**src/rtl/core/lmsaf_pkg.sv**
```systemverilog
// Shared types, constants and codes for the LMS adaptive FIR filter.
// Depends on nothing; every other file of the block imports it.
package lmsaf_pkg;

    localparam int unsigned SAMPLE_W    = 16;
    localparam int unsigned TAP_W       = 24;
    localparam int unsigned OPCODE_W    = 2;
    localparam int unsigned TAP_INDEX_W = 5;
    localparam int unsigned STEP_W      = 16;
    localparam int unsigned SKIP_W      = 16;
    localparam int unsigned DECIM_W     = 9;
    localparam int unsigned PHASE_W     = 8;
    localparam int unsigned SKIP_CNT_W  = 17;
    localparam int unsigned CFG_INDEX_W = 3;
    localparam int unsigned CFG_DATA_W  = 16;

    localparam logic [STEP_W-1:0]     STEP_RESET  = 16'd328;
    localparam logic [SKIP_W-1:0]     SKIP_RESET  = 16'd0;
    localparam logic [DECIM_W-1:0]    DECIM_RESET = 9'd1;
    localparam logic [DECIM_W-1:0]    DECIM_MAX   = 9'd256;
    localparam logic [STEP_W-1:0]     STEP_MAX    = 16'h8000;
    localparam logic [SKIP_CNT_W-1:0] SKIP_CNT_MAX = 17'h1FFFF;

    typedef enum logic [OPCODE_W-1:0] {
        OP_SAMPLE     = 2'd0,
        OP_WRITE_TAP  = 2'd1,
        OP_CLEAR_TAPS = 2'd2
    } opcode_e;

    typedef enum logic [CFG_INDEX_W-1:0] {
        CFG_STEP_SIZE      = 3'd0,
        CFG_SKIP_COUNT     = 3'd1,
        CFG_DECIM_FACTOR   = 3'd2,
        CFG_ADAPT_ENABLE   = 3'd3,
        CFG_BYPASS_ENABLE  = 3'd4,
        CFG_ERROR_FROM_REF = 3'd5
    } cfg_reg_e;

    typedef enum logic [2:0] {
        S_IDLE,
        S_MAC,
        S_ROUND,
        S_ERROR,
        S_SCALE,
        S_UPDATE,
        S_OUTPUT
    } seq_state_e;

    typedef struct packed {
        logic [OPCODE_W-1:0]        opcode;
        logic signed [SAMPLE_W-1:0] desired_sample;
        logic signed [SAMPLE_W-1:0] input_sample;
        logic signed [SAMPLE_W-1:0] filtered_sample;
        logic [TAP_INDEX_W-1:0]     tap_index;
        logic signed [TAP_W-1:0]    tap_value;
    } item_t;

    typedef struct packed {
        logic signed [SAMPLE_W-1:0] filter_out;
        logic signed [SAMPLE_W-1:0] error_sample;
    } result_t;

    typedef struct packed {
        logic [CFG_INDEX_W-1:0] index;
        logic [CFG_DATA_W-1:0]  data;
    } cfg_word_t;

    // Control of the cell ring.
    typedef struct packed {
        logic shift_window;
        logic shift_tap;
        logic load_sample;
        logic apply_update;
        logic write_tap;
        logic clear_taps;
    } ring_ctrl_t;

    // Control of the shared head arithmetic.
    typedef struct packed {
        logic sample_load;
        logic bypass_load;
        logic acc_step;
        logic y_load;
        logic e_load;
        logic mue_load;
    } dp_ctrl_t;

endpackage

```
**src/rtl/core/lmsaf_tap_cell.sv**
```systemverilog
// One cell of the filter ring: window sample, regressor sample and tap.
// Depends on lmsaf_pkg.
module lmsaf_tap_cell import lmsaf_pkg::*; #(
    parameter int CELL_INDEX = 0
) (
    input  logic                       clk,
    input  logic                       rst_n,
    input  ring_ctrl_t                 ctrl,
    input  logic signed [SAMPLE_W-1:0] x_in,
    input  logic signed [SAMPLE_W-1:0] r_in,
    input  logic signed [TAP_W-1:0]    tap_in,
    input  logic [TAP_INDEX_W-1:0]     tap_index,
    input  logic signed [TAP_W-1:0]    tap_value,
    output logic signed [SAMPLE_W-1:0] x_q,
    output logic signed [SAMPLE_W-1:0] r_q,
    output logic signed [TAP_W-1:0]    tap_q
);

    logic signed [SAMPLE_W-1:0] x_reg;
    logic signed [SAMPLE_W-1:0] r_reg;
    logic signed [TAP_W-1:0]    tap_reg;
    logic                       hit;

    assign hit = (int'(tap_index) == CELL_INDEX);

    always_ff @(posedge clk or negedge rst_n)
    begin
        if (!rst_n)
        begin
            x_reg   <= '0;
            r_reg   <= '0;
            tap_reg <= '0;
        end
        else
        begin
            if (ctrl.shift_window)
            begin
                x_reg <= x_in;
                r_reg <= r_in;
            end
            priority if (ctrl.clear_taps)
            begin
                tap_reg <= '0;
            end
            else if (ctrl.write_tap && hit)
            begin
                tap_reg <= tap_value;
            end
            else if (ctrl.shift_tap)
            begin
                tap_reg <= tap_in;
            end
        end
    end

    assign x_q   = x_reg;
    assign r_q   = r_reg;
    assign tap_q = tap_reg;

endmodule

```
**config.mk**
```make
export PLATFORM = sky130hd
export DESIGN_NAME = lmsaf_tap_cell
export DESIGN_NICKNAME = d
export VERILOG_FILES = /design/src/rtl/core/lmsaf_pkg.sv /design/src/rtl/core/lmsaf_tap_cell.sv
export SDC_FILE = /design/constraint.sdc
export NUM_CORES = 1
export LEC_CHECK = 0
export ABC_AREA = 0
export BUFFER_PORTS_ARGS = -buffer_cell sky130_fd_sc_hd__buf_2
export CELL_PAD_IN_SITES_DETAIL_PLACEMENT = 0
export CELL_PAD_IN_SITES_GLOBAL_PLACEMENT = 2
export CORE_MARGIN = 10
export CORE_UTILIZATION = 28
export CTS_CLUSTER_SIZE = 8
export DETAILED_ROUTE_END_ITERATION = 10
export GPL_TIMING_DRIVEN = 0
export HOLD_SLACK_MARGIN = 0.06
export PLACE_DENSITY_LB_ADDON = 0.15
export SLEW_MARGIN = 10
export SYNTH_ARGS = -nofsm -noshare
export SYNTH_HDL_FRONTEND = slang
export SYNTH_SLANG_ARGS = --single-unit
```
**constraint.sdc**
```tcl
create_clock -name clk -period 1.8 [get_ports clk]
set_input_delay 0.27 -clock clk [delete_from_list [all_inputs] [get_ports clk]]
set_output_delay 0.27 -clock clk [all_outputs]
set_load 0.005 [all_outputs]
```
==> results.py <==
metrics = {
    "run_status": {
        "run_status": "complete, no violations",
    },
    "yosys": {
        "synth.top_cells.by_count": "sky130_fd_sc_hd__dfrtp_1 (56), sky130_fd_sc_hd__mux2_2 (29), sky130_fd_sc_hd__a221oi_1 (24), sky130_fd_sc_hd__inv_1 (24), sky130_fd_sc_hd__nor2b_1 (24)",
        "synth.ff_latch_count": 56,
        "syn_inst": 205,
        "synthSimpleGateAreaFrac": 0.06927,
        "post-synth-top-count-cell": "sky130_fd_sc_hd__dfrtp_1",
        "edff_count_synth": 0,
        "fraction_of_the_mapped_netlist_area_in_compound_gates": 0.1847,
        "synthesis.nets": 298,
        "ys_warn_count": 0,
        "largest_family_of_logic_cells_by_synthesized_area": "compound AO/OA/AOI/OAI gates",
        "postSynth.asyncResetShare": 1.000,
        "yosys-mux-area-fraction": 0.1357,
        "post_synth_fa_ha_maj_area_fraction": 0,
        "cell_area_after_synthesis_sq_um": 2655,
        "synthDominantCellAreaShare": 0.5278,
        "synth_area_per_cell_sq_um": 12.95,
        "synth-xor-area-share": 0,
        "ys_top_cells_by_area": "sky130_fd_sc_hd__dfrtp_1 (53%), sky130_fd_sc_hd__mux2_2 (12%), sky130_fd_sc_hd__a211oi_2 (9.4%)",
        "dominant_cell_type_by_area_after_synthesis": "sky130_fd_sc_hd__dfrtp_1",
        "synth_top_flop_cell": "sky130_fd_sc_hd__dfrtp_1",
        "synth_cell_type_count": 15,
        "synth.yosys.seq_area_share": 0.5278,
    },
    "clock_network": {
        "clock_insertion_delay_worst_skew_ps": 300,
        "cts_buffer_count": 5,
        "cts.root.buffer_cell": "sky130_fd_sc_hd__clkbuf_8",
        "tritoncts_clock_tree": "yes",
        "cts.clk_slew.worst_paths_ps": 100,
        "cts_setup_buffers": 0,
        "numClockSinks": 56,
        "max_clock_buf_depth": 2,
        "ctsHtreeMaxLevel": 2,
    },
    "route": {
        "drt_iter0_drc": 47,
        "detailroute.via_count": 2205,
        "ant_nets": 0,
        "post_drt_via_cell_ratio": 4.528,
        "detailedRoute.firstPassIterationCount": 4,
        "drt_drc_violations_left": 0,
        "routed_wire_length_per_instance_um": 17.55,
        "drt_wl_total_mm": 8.547,
    },
    "power": {
        "switching_power_total_w": 0.0007122,
        "static-leakage-power_nw": 1.814,
        "clock_share_of_power": 0.315,
        "power.density_nw_per_um2": 762.2,
        "ir_drop_uv": 390.3,
        "seqPwrFrac": 0.502,
        "internal_power_w": 0.002086,
        "power_frac_comb": 0.183,
        "power.switching_fraction": 0.2546,
        "fin_total_pwr_w": 0.002798,
    },
    "grt": {
        "grt_first_pass_wirelength_mm": 13.67,
        "number_of_global_route_vias_before_repair": 2460,
        "grt.overflow.total": 0,
        "maximum_number_of_pins_on_one_net_before_global_route_repair": 57,
        "antenna_violations_before_repair": 0,
        "gr-usage-all-layers": 0.1199,
    },
    "critical_path": {
        "worstSetupEndpointType": "register",
        "reg2reg_depth": 3,
        "timing.critical_path.required_ps": 2020,
        "regToRegSetupSlack_ps": 760,
        "rr_startpoint": "tap_q[4]",
        "critPathLaunchType": "input port",
        "worst_setup_path_category": "in2reg",
        "crit_fanout": 10,
        "cp.arrival_ps": 1600,
        "worstReg2RegEnd": "tap_q[4]",
    },
    "placement": {
        "detailed_place_hpwl_mm": 6.563,
        "port_buffers": 144,
        "pre_cts_ws_ps": 113.0,
        "gp_congestion": 0.7824,
    },
    "layout": {
        "final.fill_count": 943,
        "seq_area_sq_um": 1401,
        "area.growth.synth_to_final_pct": 38.27,
        "design.final.nets": 450,
        "footprint_of_the_multi_input_gates_sq_um": 1035,
        "drive_gt1_frac": 0.5922,
        "num_antenna_cells": 0,
    },
    "flow_run": {
        "cap_violations": 0,
    },
    "timing": {
        "slew_headroom": 0.4891,
        "final_max_slew_viol_count": 0,
        "setup_violations_final": 0,
        "min_period_over_period": 0.7688,
        "number_of_endpoints_with_negative_hold_slack_in_the_final_report": 0,
        "totalNegativeSetupSlack_ps": 0,
        "maximum_clock_rate_mhz": 722.7,
        "timing.final.crit_period_ps": 1384,
        "fin_worst_skew_ps": 0,
        "timing_worst_slew_pin_value_ps": 766.3,
        "setup_ws_ps": 416.2,
        "grt_setup_unrepaired": "no",
    },
    "hold_path": {
        "hold_start": "x_in[13]",
        "worstHoldPathType": "in2reg",
        "hold_depth": 2,
        "holdPathEnd": "x_q[13]",
    },
    "floorplan": {
        "floorplan.io_pins": 149,
        "initial_utilization": 0.2873,
        "die_x_um": 117.4,
        "coreArea_sq_um": 9240,
        "row_count": 35,
        "fp.dieArea_sq_um": 13780,
        "die_h_um": 117.4,
    },
}
critical path: stages:
cell and delay, ps:
sky130_fd_sc_hd__buf_2 90, sky130_fd_sc_hd__nor2_1 380, sky130_fd_sc_hd__clkbuf_1 470, sky130_fd_sc_hd__a221oi_1 170, sky130_fd_sc_hd__a211oi_2 220
power groups by stage:
stage               Combinational (W)  Clock (W)  Sequential, W
floorplan                    0.000221          0        0.00144
global placement             0.000521          0        0.00143
detailed placement           0.000522          0        0.00143
CTS                          0.000524   0.000933        0.00141
global route                 0.000572   0.000992        0.00142
finish                       0.000511   0.000882        0.00140
per-layer routing:
metal  share of wire  global-route usage  routed length, um
met5               0                   0                  0
met1            0.44              0.1497               3719
met2            0.46              0.1864               3951
met3           0.095             0.05564                816
met4          0.0070             0.01956                 60
cells by family after synthesis:
logic type             Yosys count
muxes                           32
buffers and inverters           42
and+or+nand+nor                 27
AOI/OAI and AO/OA               48
DFF                             56
worst max path at each step:
stage          slack, ps         to         start  cells past startpoint
2_1_floorplan        460  tap_q[10]  tap_index[1]                      5
3_3_place_gp         100  tap_q[18]  tap_index[3]                      5
3_5_place_dp         110  tap_q[15]  tap_index[3]                      5
4_1_cts              450  tap_q[13]  tap_index[3]                      5
5_1_grt              310  tap_q[20]  tap_index[3]                      5
6_report             420  tap_q[16]  tap_index[3]                      5
sequential cells by signal, summed over array words and instances (netlist names):
name and count:
r_q 16, x_q 16, tap_q 24
stage by stage:
step / instances / instance area (sq um) / utilization / hold slack (ps)
after floorplan: 205 / 2655 / - / -25.59
after global placement: 478 / 3537 / 0.3828 / 464.1
after detailed placement: 478 / 3540 / 0.3831 / 388.4
after CTS: 487 / 3671 / 0.3973 / 160.2
after global routing: 487 / 3671 / 0.3973 / 155.3
final: 487 / 3671 / 0.3973 / 179.3
final cells by class:
cell class / instances / area share
flip-flops and latches: 56 / 0.3817
multi-input cells: 107 / 0.2819
repair buffers: 145 / 0.1997
well taps: 129 / 0.04397
plain buffers: 18 / 0.03511
inverters: 24 / 0.02454
clock buffers: 6 / 0.02249
clock inverters: 2 / 0.01057
cells in the final DEF, fill, tap and decap left out:
master and count:
sky130_fd_sc_hd__buf_4 1, sky130_fd_sc_hd__inv_1 24, sky130_fd_sc_hd__a211oi_1 4, sky130_fd_sc_hd__dfrtp_1 56
sky130_fd_sc_hd__nor2b_1 24, sky130_fd_sc_hd__clkinv_4 1, sky130_fd_sc_hd__nor2_1 1, sky130_fd_sc_hd__buf_2 148
sky130_fd_sc_hd__mux2_1 3, sky130_fd_sc_hd__a221oi_1 24, sky130_fd_sc_hd__clkbuf_1 8, sky130_fd_sc_hd__buf_12 2
sky130_fd_sc_hd__and2_1 1, sky130_fd_sc_hd__bufinv_16 1, sky130_fd_sc_hd__dlygate4sd3_1 1, sky130_fd_sc_hd__clkbuf_8 6
sky130_fd_sc_hd__mux2_2 29, sky130_fd_sc_hd__a211oi_2 20, sky130_fd_sc_hd__buf_6 3, sky130_fd_sc_hd__nor4b_4 1
repair_timing:
action | 4_1_cts | 5_1_grt
resized for setup | 0 | 0
endpoints found under the hold margin | 56 | 0
hold buffers | 1 | 0
Note: power is estimated with default switching activity, not from simulation.
