`config.mk`:
```
export PLATFORM = sky130hd
export DESIGN_NAME = lmsaf_seq
export DESIGN_NICKNAME = d
export VERILOG_FILES = /design/src/rtl/core/lmsaf_pkg.sv /design/src/rtl/core/lmsaf_seq.sv
export SDC_FILE = /design/constraint.sdc
export NUM_CORES = 1
export LEC_CHECK = 0
export ABC_AREA = 1
export BUFFER_PORTS_ARGS = -buffer_cell sky130_fd_sc_hd__buf_2
export CORE_AREA = 2 2 115 117
export DETAILED_ROUTE_END_ITERATION = 8
export DIE_AREA = 0 0 117 119
export HOLD_SLACK_MARGIN = 0.1
export REMOVE_ABC_BUFFERS = 1
export SLEW_MARGIN = 40
export SYNTH_ARGS = -nofsm -noshare
export SYNTH_HDL_FRONTEND = slang
export SYNTH_SLANG_ARGS = --single-unit
export TNS_END_PERCENT = 20
```
`constraint.sdc`:
```
create_clock -name clk -period 3 [get_ports clk]
set_input_delay 0.45 -clock clk [delete_from_list [all_inputs] [get_ports clk]]
set_output_delay 0.45 -clock clk [all_outputs]
set_load 0.05 [all_outputs]
```
`src/rtl/core/lmsaf_pkg.sv`:
```
// Shared types, constants and codes for the LMS adaptive FIR filter.
// Depends on nothing; every other file of the block imports it.
package lmsaf_pkg;

    localparam int unsigned SAMPLE_W    = 16;
    localparam int unsigned TAP_W       = 24;
    localparam int unsigned OPCODE_W    = 2;
    localparam int unsigned TAP_INDEX_W = 5;
    localparam int unsigned STEP_W      = 16;
    localparam int unsigned SKIP_W      = 16;
    localparam int unsigned DECIM_W     = 9;
    localparam int unsigned PHASE_W     = 8;
    localparam int unsigned SKIP_CNT_W  = 17;
    localparam int unsigned CFG_INDEX_W = 3;
    localparam int unsigned CFG_DATA_W  = 16;

    localparam logic [STEP_W-1:0]     STEP_RESET  = 16'd328;
    localparam logic [SKIP_W-1:0]     SKIP_RESET  = 16'd0;
    localparam logic [DECIM_W-1:0]    DECIM_RESET = 9'd1;
    localparam logic [DECIM_W-1:0]    DECIM_MAX   = 9'd256;
    localparam logic [STEP_W-1:0]     STEP_MAX    = 16'h8000;
    localparam logic [SKIP_CNT_W-1:0] SKIP_CNT_MAX = 17'h1FFFF;

    typedef enum logic [OPCODE_W-1:0] {
        OP_SAMPLE     = 2'd0,
        OP_WRITE_TAP  = 2'd1,
        OP_CLEAR_TAPS = 2'd2
    } opcode_e;

    typedef enum logic [CFG_INDEX_W-1:0] {
        CFG_STEP_SIZE      = 3'd0,
        CFG_SKIP_COUNT     = 3'd1,
        CFG_DECIM_FACTOR   = 3'd2,
        CFG_ADAPT_ENABLE   = 3'd3,
        CFG_BYPASS_ENABLE  = 3'd4,
        CFG_ERROR_FROM_REF = 3'd5
    } cfg_reg_e;

    typedef enum logic [2:0] {
        S_IDLE,
        S_MAC,
        S_ROUND,
        S_ERROR,
        S_SCALE,
        S_UPDATE,
        S_OUTPUT
    } seq_state_e;

    typedef struct packed {
        logic [OPCODE_W-1:0]        opcode;
        logic signed [SAMPLE_W-1:0] desired_sample;
        logic signed [SAMPLE_W-1:0] input_sample;
        logic signed [SAMPLE_W-1:0] filtered_sample;
        logic [TAP_INDEX_W-1:0]     tap_index;
        logic signed [TAP_W-1:0]    tap_value;
    } item_t;

    typedef struct packed {
        logic signed [SAMPLE_W-1:0] filter_out;
        logic signed [SAMPLE_W-1:0] error_sample;
    } result_t;

    typedef struct packed {
        logic [CFG_INDEX_W-1:0] index;
        logic [CFG_DATA_W-1:0]  data;
    } cfg_word_t;

    // Control of the cell ring.
    typedef struct packed {
        logic shift_window;
        logic shift_tap;
        logic load_sample;
        logic apply_update;
        logic write_tap;
        logic clear_taps;
    } ring_ctrl_t;

    // Control of the shared head arithmetic.
    typedef struct packed {
        logic sample_load;
        logic bypass_load;
        logic acc_step;
        logic y_load;
        logic e_load;
        logic mue_load;
    } dp_ctrl_t;

endpackage

```
`src/rtl/core/lmsaf_seq.sv`:
```
// Sequencer: accepts items, runs the dot-product and update passes over the
// cell ring, tracks decimation phase and the skip counter. Depends on lmsaf_pkg.
module lmsaf_seq import lmsaf_pkg::*; #(
    parameter int unsigned TAP_COUNT = 32
) (
    input  logic                  clk,
    input  logic                  rst_n,
    input  logic                  item_valid,
    input  logic [OPCODE_W-1:0]   item_opcode,
    input  logic [SKIP_W-1:0]     skip_count,
    input  logic [DECIM_W-1:0]    decim_factor,
    input  logic                  adapt_enable,
    input  logic                  bypass_enable,
    input  logic                  out_free,
    output logic                  item_ready,
    output logic                  out_load,
    output ring_ctrl_t            ring_ctrl,
    output dp_ctrl_t              dp_ctrl
);

    localparam int unsigned CNT_W = (TAP_COUNT > 1) ? $clog2(TAP_COUNT) : 1;
    localparam logic [CNT_W-1:0] CNT_LAST = CNT_W'(TAP_COUNT - 1);

    seq_state_e              state_reg;
    seq_state_e              state_next;
    logic [CNT_W-1:0]        cnt_reg;
    logic [CNT_W-1:0]        cnt_next;
    logic [PHASE_W-1:0]      phase_reg;
    logic [PHASE_W-1:0]      phase_next;
    logic [SKIP_CNT_W-1:0]   skip_cnt_reg;
    logic [SKIP_CNT_W-1:0]   skip_cnt_next;
    logic [DECIM_W-1:0]      decim_eff;
    logic [DECIM_W-1:0]      phase_inc;
    logic                    emit;
    logic                    sample_take;
    logic                    cnt_last;
    logic                    adapt_go;
    logic                    in_pass;

    assign emit      = (phase_reg == '0);
    assign cnt_last  = (cnt_reg == CNT_LAST);
    assign in_pass   = (state_reg == S_MAC) || (state_reg == S_UPDATE);
    assign sample_take = (state_reg == S_IDLE) && item_valid && (item_opcode == OP_SAMPLE);

    always_comb
    begin
        priority if (decim_factor == '0)
        begin
            decim_eff = DECIM_W'(1);
        end
        else if (decim_factor > DECIM_MAX)
        begin
            decim_eff = DECIM_MAX;
        end
        else
        begin
            decim_eff = decim_factor;
        end
    end

    assign phase_inc  = DECIM_W'(phase_reg) + DECIM_W'(1);
    assign phase_next = (phase_inc >= decim_eff) ? '0 : phase_inc[PHASE_W-1:0];

    assign adapt_go = adapt_enable &&
                      ((skip_count == '0) ||
                       (skip_cnt_reg >= (SKIP_CNT_W'(skip_count) + SKIP_CNT_W'(1))));

    always_comb
    begin
        priority if (adapt_go)
        begin
            skip_cnt_next = '0;
        end
        else if (skip_cnt_reg != SKIP_CNT_MAX)
        begin
            skip_cnt_next = skip_cnt_reg + SKIP_CNT_W'(1);
        end
        else
        begin
            skip_cnt_next = skip_cnt_reg;
        end
    end

    assign cnt_next = (in_pass && !cnt_last) ? cnt_reg + CNT_W'(1) : '0;

    // Next state.
    always_comb
    begin
        state_next = state_reg;
        unique case (state_reg)
            S_IDLE:
            begin
                if (sample_take && emit)
                begin
                    state_next = bypass_enable ? S_OUTPUT : S_MAC;
                end
            end
            S_MAC:
            begin
                if (cnt_last)
                begin
                    state_next = S_ROUND;
                end
            end
            S_ROUND:
            begin
                state_next = S_ERROR;
            end
            S_ERROR:
            begin
                state_next = adapt_go ? S_SCALE : S_OUTPUT;
            end
            S_SCALE:
            begin
                state_next = S_UPDATE;
            end
            S_UPDATE:
            begin
                if (cnt_last)
                begin
                    state_next = S_OUTPUT;
                end
            end
            S_OUTPUT:
            begin
                if (out_free)
                begin
                    state_next = S_IDLE;
                end
            end
            default:
            begin
                state_next = S_IDLE;
            end
        endcase
    end

    // Outputs.
    always_comb
    begin
        item_ready             = (state_reg == S_IDLE);
        out_load               = (state_reg == S_OUTPUT) && out_free;
        ring_ctrl.shift_window = sample_take || in_pass;
        ring_ctrl.shift_tap    = in_pass;
        ring_ctrl.load_sample  = sample_take;
        ring_ctrl.apply_update = (state_reg == S_UPDATE);
        ring_ctrl.write_tap    = (state_reg == S_IDLE) && item_valid &&
                                 (item_opcode == OP_WRITE_TAP);
        ring_ctrl.clear_taps   = (state_reg == S_IDLE) && item_valid &&
                                 (item_opcode == OP_CLEAR_TAPS);
        dp_ctrl.sample_load    = sample_take;
        dp_ctrl.bypass_load    = sample_take && emit && bypass_enable;
        dp_ctrl.acc_step       = (state_reg == S_MAC);
        dp_ctrl.y_load         = (state_reg == S_ROUND);
        dp_ctrl.e_load         = (state_reg == S_ERROR);
        dp_ctrl.mue_load       = (state_reg == S_SCALE);
    end

    always_ff @(posedge clk or negedge rst_n)
    begin
        if (!rst_n)
        begin
            state_reg    <= S_IDLE;
            cnt_reg      <= '0;
            phase_reg    <= '0;
            skip_cnt_reg <= '0;
        end
        else
        begin
            state_reg <= state_next;
            cnt_reg   <= cnt_next;
            if (sample_take)
            begin
                phase_reg <= phase_next;
            end
            if (state_reg == S_ERROR)
            begin
                skip_cnt_reg <= skip_cnt_next;
            end
        end
    end

endmodule

```
==> results.cfg <==
[layout]
final_net_count = 576
fillers = 1413
largest_reg_flops = 17
final_cell_mix = nand2_1 (104), inv_1 (74), buf_2 (43)
area_delta_synth_final_pct = 31.2
drive_gt1_share_pct = 24.8
antennaDiodeCount = 0
final_common_cell = nand2_1
fin_area_mm2 = 0.00405

[drt]
drtPass1Iterations = 4
dr.first_iter.drc_count = 70
route.detailed.drc = 0
ant_nets = 0
wire_per_inst_um = 10.2
via_count = 2888
drt-total-wl_um = 6980
vias_per_cell = 4.22

[critical_path]
crit_chain = buf_8, ha_4, nand2_4, nor3_4, nand2_1, nor2_2, nand3_2, nor2_4, nand4_1, xor2_1, ha_1, nand2_1, nor2_2, nand2_1, nor2_1, nand2_1, nand4_1, nand3_4, buf_12, nand3_1, nand2_1
startpoint = skip_count[1]
cp_max_fo = 5
cp.arrival_ns = 2.98
worstPathRequired_ns = 3.16
cp_slowest_cell = ha_1
start_kind = input port
path_common_cell = nand2_1
cp_slowest_stage_delay_ns = 0.31
cp-end-kind = flip-flop
reg2reg_depth = 12
crit_type = in2reg
r2r-start = phase_reg[0]

[global_route]
antenna_found_initial = 0
grt_overflow = 0
grt_max_degree = 34
grt_pass1_wl_um = 11300
grtUsageTotal_pct = 9.92
grt_pass1_vias = 2579

[yosys]
synthXorXnorAreaFrac_pct = 5.68
ys_types = 38
synth_seq_cells = 33
synth_compound_area_share_pct = 7.63
synth_cells = 439
ys.warnings.count = 0
syn_avg_cell_area_um2 = 7.03
synth-simple-area-share_pct = 35.6
synth_fa_ha_area_share_pct = 13.8
synth_top_area_share_pct = 26.8
synthMuxAreaShare_pct = 0
synth_top_family_by_area = simple AND/OR/NAND/NOR gates
netlist_area_mm2 = 0.00308
yosysSeqAreaShare_pct = 26.8
yosysTopAreaCell = dfrtp_1
synthTopCellsByArea = dfrtp_1 (27%), ha_1 (14%), nand2_1 (13%)

[die]
die_area_mm2 = 0.0139
chipWidth_um = 117
die_h_um = 119
core_mm2 = 0.0129
rows = 42
start_util_pct = 24.0
ioPinCount = 47

[clocking]
ctsHoldBuffers = 0
root_buffer = clkbuf_16
numCtsBuffers = 5
clockBufferDepth = 2
htree_levels = 2
tritoncts = yes
clk_latency_ns = 0.28
cts.clk_slew.worst_paths_ns = 0.06
cts_sinks = 33

[sta]
clock_skew_ns = 0.00456
holdWs_ns = 0.109
fin_crit_ns = 2.82
tightest_slew_ns = 0.430
finalSetupTns_ns = 0
rsz0062_at_grt = yes
report.final.slew_viol_count = 0
hold_viol = 0
finalSetupViolCount = 0
clock.fmax_mhz = 354
final.period_utilization_pct = 94.1
max_slew_margin_pct = 71.1

[run_status]
status = finished clean

[pwr]
power_density_mw_per_mm2 = 569
power.leakage_nw = 2.16
ir_drop_mv = 0.548
fin_total_pwr_w = 0.00230

[hold_path]
min_path_type = in2async

[place]
portBuffers = 46
postPlaceCellArea_mm2 = 0.00365
hpwl_um = 5280
routabilityCongestion = 0.781

[run]
drv_cap = 0
==> final cells by class <==
type | instances | area (um^2) | area share [%]
inverter | 77 | 289 | 7.14
timing repair buffer | 68 | 462 | 11.4
sequential | 33 | 826 | 20.4
tap | 176 | 220 | 5.44
clock buffer | 5 | 125 | 3.09
clock inverter | 1 | 5.00 | 0.124
multi-input combinational | 324 | 2120 | 52.4
==> cells by family (layout without fill, tap and decap cells) <==
family                     Yosys count  count (layout)
xor gates and xnor gates            20              20
DFF                                 33              33
AOI/OAI and AO/OA                   39              39
and+or+nand+nor                    231             231
buffers and inverters               82             151
adders and majority gates           34              34
==> worst paths after layout <==
check,slack (ns),endpoint
max,0.18,skip_cnt_reg[16]
max reg2reg,0.50,phase_reg[0]
min,0.11,skip_cnt_reg[14]
min reg2reg,0.46,cnt_reg[0]
max in group asynchronous,2.57,cnt_reg[4]
min in group clk,0.45,state_reg[1]
==> timing repair <==
action / in CTS / in global routing
resized for setup: 0 / 46
setup buffers: 0 / 1
setup endpoints to repair: 0 / 18
==> per-stage QoR <==
stage | utilization (%) | instances | worst slack (ns)
after floorplan | - | 434 | -0.530
after global placement | 28.4 | 675 | -0.187
after detailed placement | 28.4 | 675 | -0.201
after CTS | 29.4 | 681 | 0.0695
after global routing | 31.4 | 684 | -0.125
final | 31.4 | 684 | 0.176
==> where the power goes <==
part	internal [W]	switching, W	total (W)
clock network	0.000296	0.000180	0.000476
logic	0.000391	0.000743	0.00113
registers	0.000555	0.000138	0.000692
total	0.00124	0.00106	0.00230
==> Yosys cell counts (all sizes together) <==
library cell and n:
inv 77, nor3 11, o211ai 1, xnor2 2, nor3b 2, nand3b 2, nand4 16, nand2 112
o22ai 7, a21oi 16, nor4 3, nor2 50, xor2 18, ha 34, dfrtp 33, o21ai 7
or2 4, o21bai 2, o21a 1, a41oi 1, buf 5, a21o 2, nand3 31, o2111ai 1
a31o 1
==> worst max-delay path, delay by kind of cell <==
kind / cells / cell delay (ns)
adders and majority gates: 2 / 0.45
xor gates and xnor gates: 1 / 0.18
and+or+nand+nor: 16 / 1.67
buffers and inverters: 2 / 0.24
==> per-layer routing <==
layer  vias up  GRT usage (%)  share of wire [%]
met5         -              0                  0
met4         0           2.57                1.1
met3         6           1.93                3.8
met2        52           14.3                 42
met1      1270           15.0                 53
li1       1560              -                  -
No activity file was read; power rests on OpenSTA's default activity.
