File: src/rtl/core/lmsaf_pkg.sv
// Shared types, constants and codes for the LMS adaptive FIR filter.
// Depends on nothing; every other file of the block imports it.
package lmsaf_pkg;

    localparam int unsigned SAMPLE_W    = 16;
    localparam int unsigned TAP_W       = 24;
    localparam int unsigned OPCODE_W    = 2;
    localparam int unsigned TAP_INDEX_W = 5;
    localparam int unsigned STEP_W      = 16;
    localparam int unsigned SKIP_W      = 16;
    localparam int unsigned DECIM_W     = 9;
    localparam int unsigned PHASE_W     = 8;
    localparam int unsigned SKIP_CNT_W  = 17;
    localparam int unsigned CFG_INDEX_W = 3;
    localparam int unsigned CFG_DATA_W  = 16;

    localparam logic [STEP_W-1:0]     STEP_RESET  = 16'd328;
    localparam logic [SKIP_W-1:0]     SKIP_RESET  = 16'd0;
    localparam logic [DECIM_W-1:0]    DECIM_RESET = 9'd1;
    localparam logic [DECIM_W-1:0]    DECIM_MAX   = 9'd256;
    localparam logic [STEP_W-1:0]     STEP_MAX    = 16'h8000;
    localparam logic [SKIP_CNT_W-1:0] SKIP_CNT_MAX = 17'h1FFFF;

    typedef enum logic [OPCODE_W-1:0] {
        OP_SAMPLE     = 2'd0,
        OP_WRITE_TAP  = 2'd1,
        OP_CLEAR_TAPS = 2'd2
    } opcode_e;

    typedef enum logic [CFG_INDEX_W-1:0] {
        CFG_STEP_SIZE      = 3'd0,
        CFG_SKIP_COUNT     = 3'd1,
        CFG_DECIM_FACTOR   = 3'd2,
        CFG_ADAPT_ENABLE   = 3'd3,
        CFG_BYPASS_ENABLE  = 3'd4,
        CFG_ERROR_FROM_REF = 3'd5
    } cfg_reg_e;

    typedef enum logic [2:0] {
        S_IDLE,
        S_MAC,
        S_ROUND,
        S_ERROR,
        S_SCALE,
        S_UPDATE,
        S_OUTPUT
    } seq_state_e;

    typedef struct packed {
        logic [OPCODE_W-1:0]        opcode;
        logic signed [SAMPLE_W-1:0] desired_sample;
        logic signed [SAMPLE_W-1:0] input_sample;
        logic signed [SAMPLE_W-1:0] filtered_sample;
        logic [TAP_INDEX_W-1:0]     tap_index;
        logic signed [TAP_W-1:0]    tap_value;
    } item_t;

    typedef struct packed {
        logic signed [SAMPLE_W-1:0] filter_out;
        logic signed [SAMPLE_W-1:0] error_sample;
    } result_t;

    typedef struct packed {
        logic [CFG_INDEX_W-1:0] index;
        logic [CFG_DATA_W-1:0]  data;
    } cfg_word_t;

    // Control of the cell ring.
    typedef struct packed {
        logic shift_window;
        logic shift_tap;
        logic load_sample;
        logic apply_update;
        logic write_tap;
        logic clear_taps;
    } ring_ctrl_t;

    // Control of the shared head arithmetic.
    typedef struct packed {
        logic sample_load;
        logic bypass_load;
        logic acc_step;
        logic y_load;
        logic e_load;
        logic mue_load;
    } dp_ctrl_t;

endpackage

File: src/rtl/core/lmsaf_datapath.sv
// Shared head arithmetic: dot-product accumulator, rounding, error,
// step scaling and the per-tap update. Depends on lmsaf_pkg.
module lmsaf_datapath import lmsaf_pkg::*; #(
    parameter int unsigned TAP_COUNT = 32
) (
    input  logic                       clk,
    input  logic                       rst_n,
    input  dp_ctrl_t                   ctrl,
    input  logic signed [SAMPLE_W-1:0] desired_sample,
    input  logic signed [SAMPLE_W-1:0] input_sample,
    input  logic [STEP_W-1:0]          step_size,
    input  logic                       error_from_reference,
    input  logic signed [TAP_W-1:0]    tap_head,
    input  logic signed [SAMPLE_W-1:0] x_head,
    input  logic signed [SAMPLE_W-1:0] r_head,
    output logic signed [TAP_W-1:0]    tap_updated,
    output logic signed [SAMPLE_W-1:0] filter_out,
    output logic signed [SAMPLE_W-1:0] error_sample
);

    localparam int unsigned PROD_W = TAP_W + SAMPLE_W;
    localparam int unsigned ACC_W  = PROD_W + $clog2(TAP_COUNT);
    localparam int unsigned MUE_W  = 32;
    localparam int unsigned UPD_W  = MUE_W + SAMPLE_W;
    localparam int unsigned DELTA_W = UPD_W - 25;

    localparam logic signed [ACC_W-1:0] ROUND_Y = ACC_W'(signed'(32'sh0008_0000));
    localparam logic signed [ACC_W-1:0] Y_MAX   = ACC_W'(signed'(32'sd32767));
    localparam logic signed [ACC_W-1:0] Y_MIN   = ACC_W'(signed'(-32'sd32768));
    localparam logic signed [UPD_W-1:0] ROUND_U = UPD_W'(signed'(32'sh0100_0000));

    logic signed [PROD_W-1:0]   mac_prod;
    logic signed [ACC_W-1:0]    acc_reg;
    logic signed [ACC_W-1:0]    y_round;
    logic signed [SAMPLE_W-1:0] y_sat;
    logic signed [SAMPLE_W:0]   e_diff;
    logic signed [SAMPLE_W-1:0] e_next;
    logic [STEP_W-1:0]          mu_clamped;
    logic signed [MUE_W-1:0]    mue_prod;
    logic signed [MUE_W-1:0]    mue_reg;
    logic signed [UPD_W-1:0]    upd_prod;
    logic signed [UPD_W-1:0]    upd_round;
    logic signed [DELTA_W-1:0]  delta;
    logic signed [TAP_W:0]      tap_sum;
    logic signed [SAMPLE_W-1:0] desired_reg;
    logic signed [SAMPLE_W-1:0] y_reg;
    logic signed [SAMPLE_W-1:0] e_reg;

    assign mac_prod = tap_head * x_head;

    // Q10.35 sum to Q1.15, round half up, saturate.
    assign y_round = (acc_reg + ROUND_Y) >>> 20;

    always_comb
    begin
        priority if (y_round > Y_MAX)
        begin
            y_sat = 16'sh7FFF;
        end
        else if (y_round < Y_MIN)
        begin
            y_sat = 16'sh8000;
        end
        else
        begin
            y_sat = y_round[SAMPLE_W-1:0];
        end
    end

    assign e_diff = (SAMPLE_W+1)'(desired_reg) - (SAMPLE_W+1)'(y_reg);

    always_comb
    begin
        priority if (!error_from_reference)
        begin
            e_next = desired_reg;
        end
        else if (e_diff[SAMPLE_W] != e_diff[SAMPLE_W-1])
        begin
            e_next = e_diff[SAMPLE_W] ? 16'sh8000 : 16'sh7FFF;
        end
        else
        begin
            e_next = e_diff[SAMPLE_W-1:0];
        end
    end

    assign mu_clamped = (step_size > STEP_MAX) ? STEP_MAX : step_size;
    assign mue_prod   = $signed({1'b0, mu_clamped}) * e_reg;

    // Q3.45 update rounded half up to Q3.20.
    assign upd_prod  = mue_reg * r_head;
    assign upd_round = upd_prod + ROUND_U;
    assign delta     = upd_round[UPD_W-1:25];
    assign tap_sum   = (TAP_W+1)'(tap_head) + (TAP_W+1)'(delta);

    always_comb
    begin
        if (tap_sum[TAP_W] != tap_sum[TAP_W-1])
        begin
            tap_updated = tap_sum[TAP_W] ? 24'sh800000 : 24'sh7FFFFF;
        end
        else
        begin
            tap_updated = tap_sum[TAP_W-1:0];
        end
    end

    always_ff @(posedge clk or negedge rst_n)
    begin
        if (!rst_n)
        begin
            acc_reg <= '0;
        end
        else if (ctrl.sample_load)
        begin
            acc_reg <= '0;
        end
        else if (ctrl.acc_step)
        begin
            acc_reg <= acc_reg + ACC_W'(mac_prod);
        end
    end

    always_ff @(posedge clk)
    begin
        if (ctrl.sample_load)
        begin
            desired_reg <= desired_sample;
        end
        if (ctrl.bypass_load)
        begin
            y_reg <= input_sample;
        end
        else if (ctrl.y_load)
        begin
            y_reg <= y_sat;
        end
        if (ctrl.bypass_load)
        begin
            e_reg <= '0;
        end
        else if (ctrl.e_load)
        begin
            e_reg <= e_next;
        end
        if (ctrl.mue_load)
        begin
            mue_reg <= mue_prod;
        end
    end

    assign filter_out   = y_reg;
    assign error_sample = e_reg;

endmodule

File: config.mk
export PLATFORM = sky130hd
export DESIGN_NAME = lmsaf_datapath
export DESIGN_NICKNAME = d
export VERILOG_FILES = /design/src/rtl/core/lmsaf_pkg.sv /design/src/rtl/core/lmsaf_datapath.sv
export SDC_FILE = /design/constraint.sdc
export NUM_CORES = 2
export LEC_CHECK = 0
export BUFFER_PORTS_ARGS = -buffer_cell sky130_fd_sc_hd__buf_2
export CAP_MARGIN = 15
export CORE_UTILIZATION = 25
export DETAILED_ROUTE_END_ITERATION = 8
export GPL_TIMING_DRIVEN = 0
export PLACE_DENSITY = 0.36
export SLEW_MARGIN = 40
export SYNTH_ARGS = -nofsm -noshare
export SYNTH_HDL_FRONTEND = slang
export SYNTH_SLANG_ARGS = --single-unit
File: constraint.sdc
create_clock -name clk -period 34.7 [get_ports clk]
set_input_delay 8.675 -clock clk [delete_from_list [all_inputs] [get_ports clk]]
set_output_delay 8.675 -clock clk [all_outputs]
set_load 0.005 [all_outputs]
==> run_results.csv <==
group,metric,value,unit
worst_hold_path,min_from,"acc_reg[15]$_DFFE_PN0P_",
synthesis,synth_ff_type,"edfxtp_1",
sta,final.setup_skew,0.0153,ns
cells_and_area,largest_reg_flops,45,
clocking,cts.path.max_buffers,2,
clocking,htree_levels,4,
grt,grt.total_usage,0.173,
place,port_buffers,167,
clocking,cts_tree,"done",
synthesis,netlist_instances,5323,
synthesis,synth-seq-area-share,0.0691,
synthesis,yosysWarnings,0,
worst_hold_path,hp-class,"register to register",
floorplan,rows,161,
setup_path,crit_top_cell,"fa_1",
cells_and_area,drive_gt1_frac,0.0531,
detailed_routing,drc,0,
synthesis,synth_edf_count,64,
clocking,post_cts.repair.setup_buffers,0,
synthesis,yosysTopAreaCellShare,0.460,
clocking,cts_root_buf,"clkbuf_16",
floorplan,initial_core_util,0.252,
clocking,cts_resized,0,
setup_path,rr_endpoint,"mue_reg[25]$_DFFE_PP_",
setup_path,ff2ff_path_depth,24,
synthesis,yosys-top-cells-area,"fa_1, ha_1, inv_1",
detailed_routing,wl_met3,4570,um
detailed_routing,dr.pass1.iters,5,
grt,grt_pass1_vias,38950,
setup_path,startpoint_type,"input pin",
sta,finalCritPeriodShare,0.797,
synthesis,synth_nets,6952,
clocking,cts_num_sinks,125,
sta,max_freq,0.0362,GHz
worst_hold_path,hold_depth,2,
synthesis,yosys.cell_count.top_type,"inv_1",
sta,finalHoldViolations,0,
floorplan,die_x,444,um
cells_and_area,area_delta_synth_final,9.57,%
status,status,"completed",
floorplan,dieArea,197000,um^2
detailed_routing,postRouteAntennaNets,0,
synthesis,yosysTopAreaCell,"fa_1",
sta,setup_violations,0,
detailed_routing,route.met2.wl,81900,um
sta,tightest_slew,0.906,ns
place,routabilityCongestion,0.829,
setup_path,worstPathMaxFanout,10,
setup_path,worst_path_max_delay_cell,"o311ai_1",
detailed_routing,via_count,35399,
detailed_routing,viasPerCell,4.40,
detailed_routing,wirelength_met1,76300,um
floorplan,fp.dieH,444,um
detailed_routing,wirelength,166000,um
detailed_routing,top_layer_used,"met5",
setup_path,cp-end-kind,"output port",
flow_run,max-cap-violations,0,
sta,rsz0062_at_grt,"false",
setup_path,critPathMaxStageDelay,0.70,ns
clocking,clk_latency,0.52,ns
cells_and_area,fin_nets,7138,
sta,hold-worst-slack,0.526,ns
synthesis,synthesis.area,48700,um^2
setup_path,worstPathRequired,26.02,ns
grt,grt_overflow,0,
sta,fin_crit,27.66,ns
synthesis,synth_commonest_cells,"inv_1, fa_1, nand2_1",
setup_path,r2r-start,"error_sample[1]$_SDFFE_PP0P_",
grt,grt_start_max_net_pins,46,
detailed_routing,post_drt_wl_per_cell,20.6,um
setup_path,crit_type,"input pin to output port",
sta,slew_viol_final,0,
setup_path,critPathArrivalTime,18.98,ns
synthesis,synth_cell_types,95,
worst_hold_path,min_to,"acc_reg[15]$_DFFE_PN0P_",
detailed_routing,drtIter0Drc,1592,
synthesis,ys_ff_latch,125,
clocking,numCtsBuffers,17,
place,dp_hpwl,144000,um
cells_and_area,fill_cells,20933,
synthesis,syn_avg_cell_area,9.16,um^2
cells_and_area,multi_input_area,39800,um^2
cells_and_area,seqCellArea,3370,um^2
clocking,clkTransAtPathRegs,0.06,ns
grt,grt_pass1_wl,253000,um
setup_path,reg2reg_slack,27.09,ns
sta,tns,0,ns
floorplan,core-area,193000,um^2
sta,slew_headroom,0.396,
floorplan,io_pins,169,
grt,antenna_found_initial,18,
synthesis,synth_async_sr_flop_share,0.360,
clocking,cts_hold_buf,0,
==> per-layer routing <==
metal / vias up / track usage
met5: - / 0
met4: 4 / 0.0331
met3: 103 / 0.0165
met2: 524 / 0.299
met1: 18456 / 0.233
li1: 16312 / -
==> worst max-delay path, delay by kind of cell <==
family / cells / cell delay (ns)
xor+xnor: 1 / 0.39
buf+inv: 7 / 1.62
fa+ha+maj: 8 / 3.63
compound gates: 15 / 4.00
simple gates: 3 / 0.59
==> logic make-up (layout without fill, tap and decap cells) <==
| family | after synthesis | after routing | synth area share |
|---|---|---|---|
| xor+xnor | 144 | 144 | 0.0263 |
| compound gates | 449 | 449 | 0.0628 |
| flops | 125 | 125 | 0.0691 |
| simple gates | 1574 | 1574 | 0.157 |
| mux | 40 | 40 | 0.00832 |
| buf+inv | 1471 | 1670 | 0.114 |
| fa+ha+maj | 1520 | 1520 | 0.562 |
| other cells | 0 | 3 | 0 |
==> stage by stage <==
step	cell area, um^2	std cells	setup WS [ns]	utilization
final	53400	8051	7.04	0.276
after global placement	52700	8016	6.65	0.273
after floorplan	48700	5323	9.47	-
after CTS	53400	8048	6.93	0.276
after global routing	53400	8050	6.60	0.276
after detailed placement	52800	8016	6.98	0.273
==> how the worst max path moves through the flow <==
stage	startpoint	endpoint	slack [ns]	depth (start not counted)
2_1_floorplan	r_head[1]	tap_updated[22]	9.47	35
3_3_place_gp	r_head[2]	tap_updated[22]	6.65	32
3_5_place_dp	r_head[15]	tap_updated[22]	6.98	34
4_1_cts	r_head[15]	tap_updated[22]	6.93	34
5_1_grt	r_head[15]	tap_updated[22]	6.60	34
6_report	r_head[15]	tap_updated[22]	7.04	34
==> final cells by class <==
type,count,share of cell area
Buffer,220,0.0167
Sequential cell,125,0.0631
Timing Repair Buffer,167,0.0157
Antenna cell,3,0.000141
Multi-Input combinational cell,3727,0.746
Clock inverter,15,0.00356
Inverter,1251,0.0879
Tap cell,2526,0.0592
Clock buffer,17,0.00797
==> cell usage in the layout (no fill, tap or decap), types with 11 or more instances in the layout <==
cell / instances
a211oi_1: 17
a21o_1: 62
a21oi_1: 127
a31oi_1: 15
and2_1: 394
and3_1: 49
buf_2: 171
clkbuf_1: 187
clkbuf_16: 17
clkbuf_2: 14
dfrtp_1: 45
dfxtp_1: 16
edfxtp_1: 64
fa_1: 1118
ha_1: 397
inv_1: 1251
mux2i_1: 36
nand2_1: 745
nand2b_1: 73
nand3_1: 34
nand4_1: 17
nor2_1: 141
nor2b_1: 21
nor3_1: 33
o211ai_1: 14
o21a_1: 18
o21ai_0: 54
o21ai_1: 17
o21bai_1: 11
o22ai_1: 20
xnor2_1: 100
xor2_1: 43
Power is not shown: default switching activity piles up to over one toggle a cycle in this logic, so the estimate is an artifact.
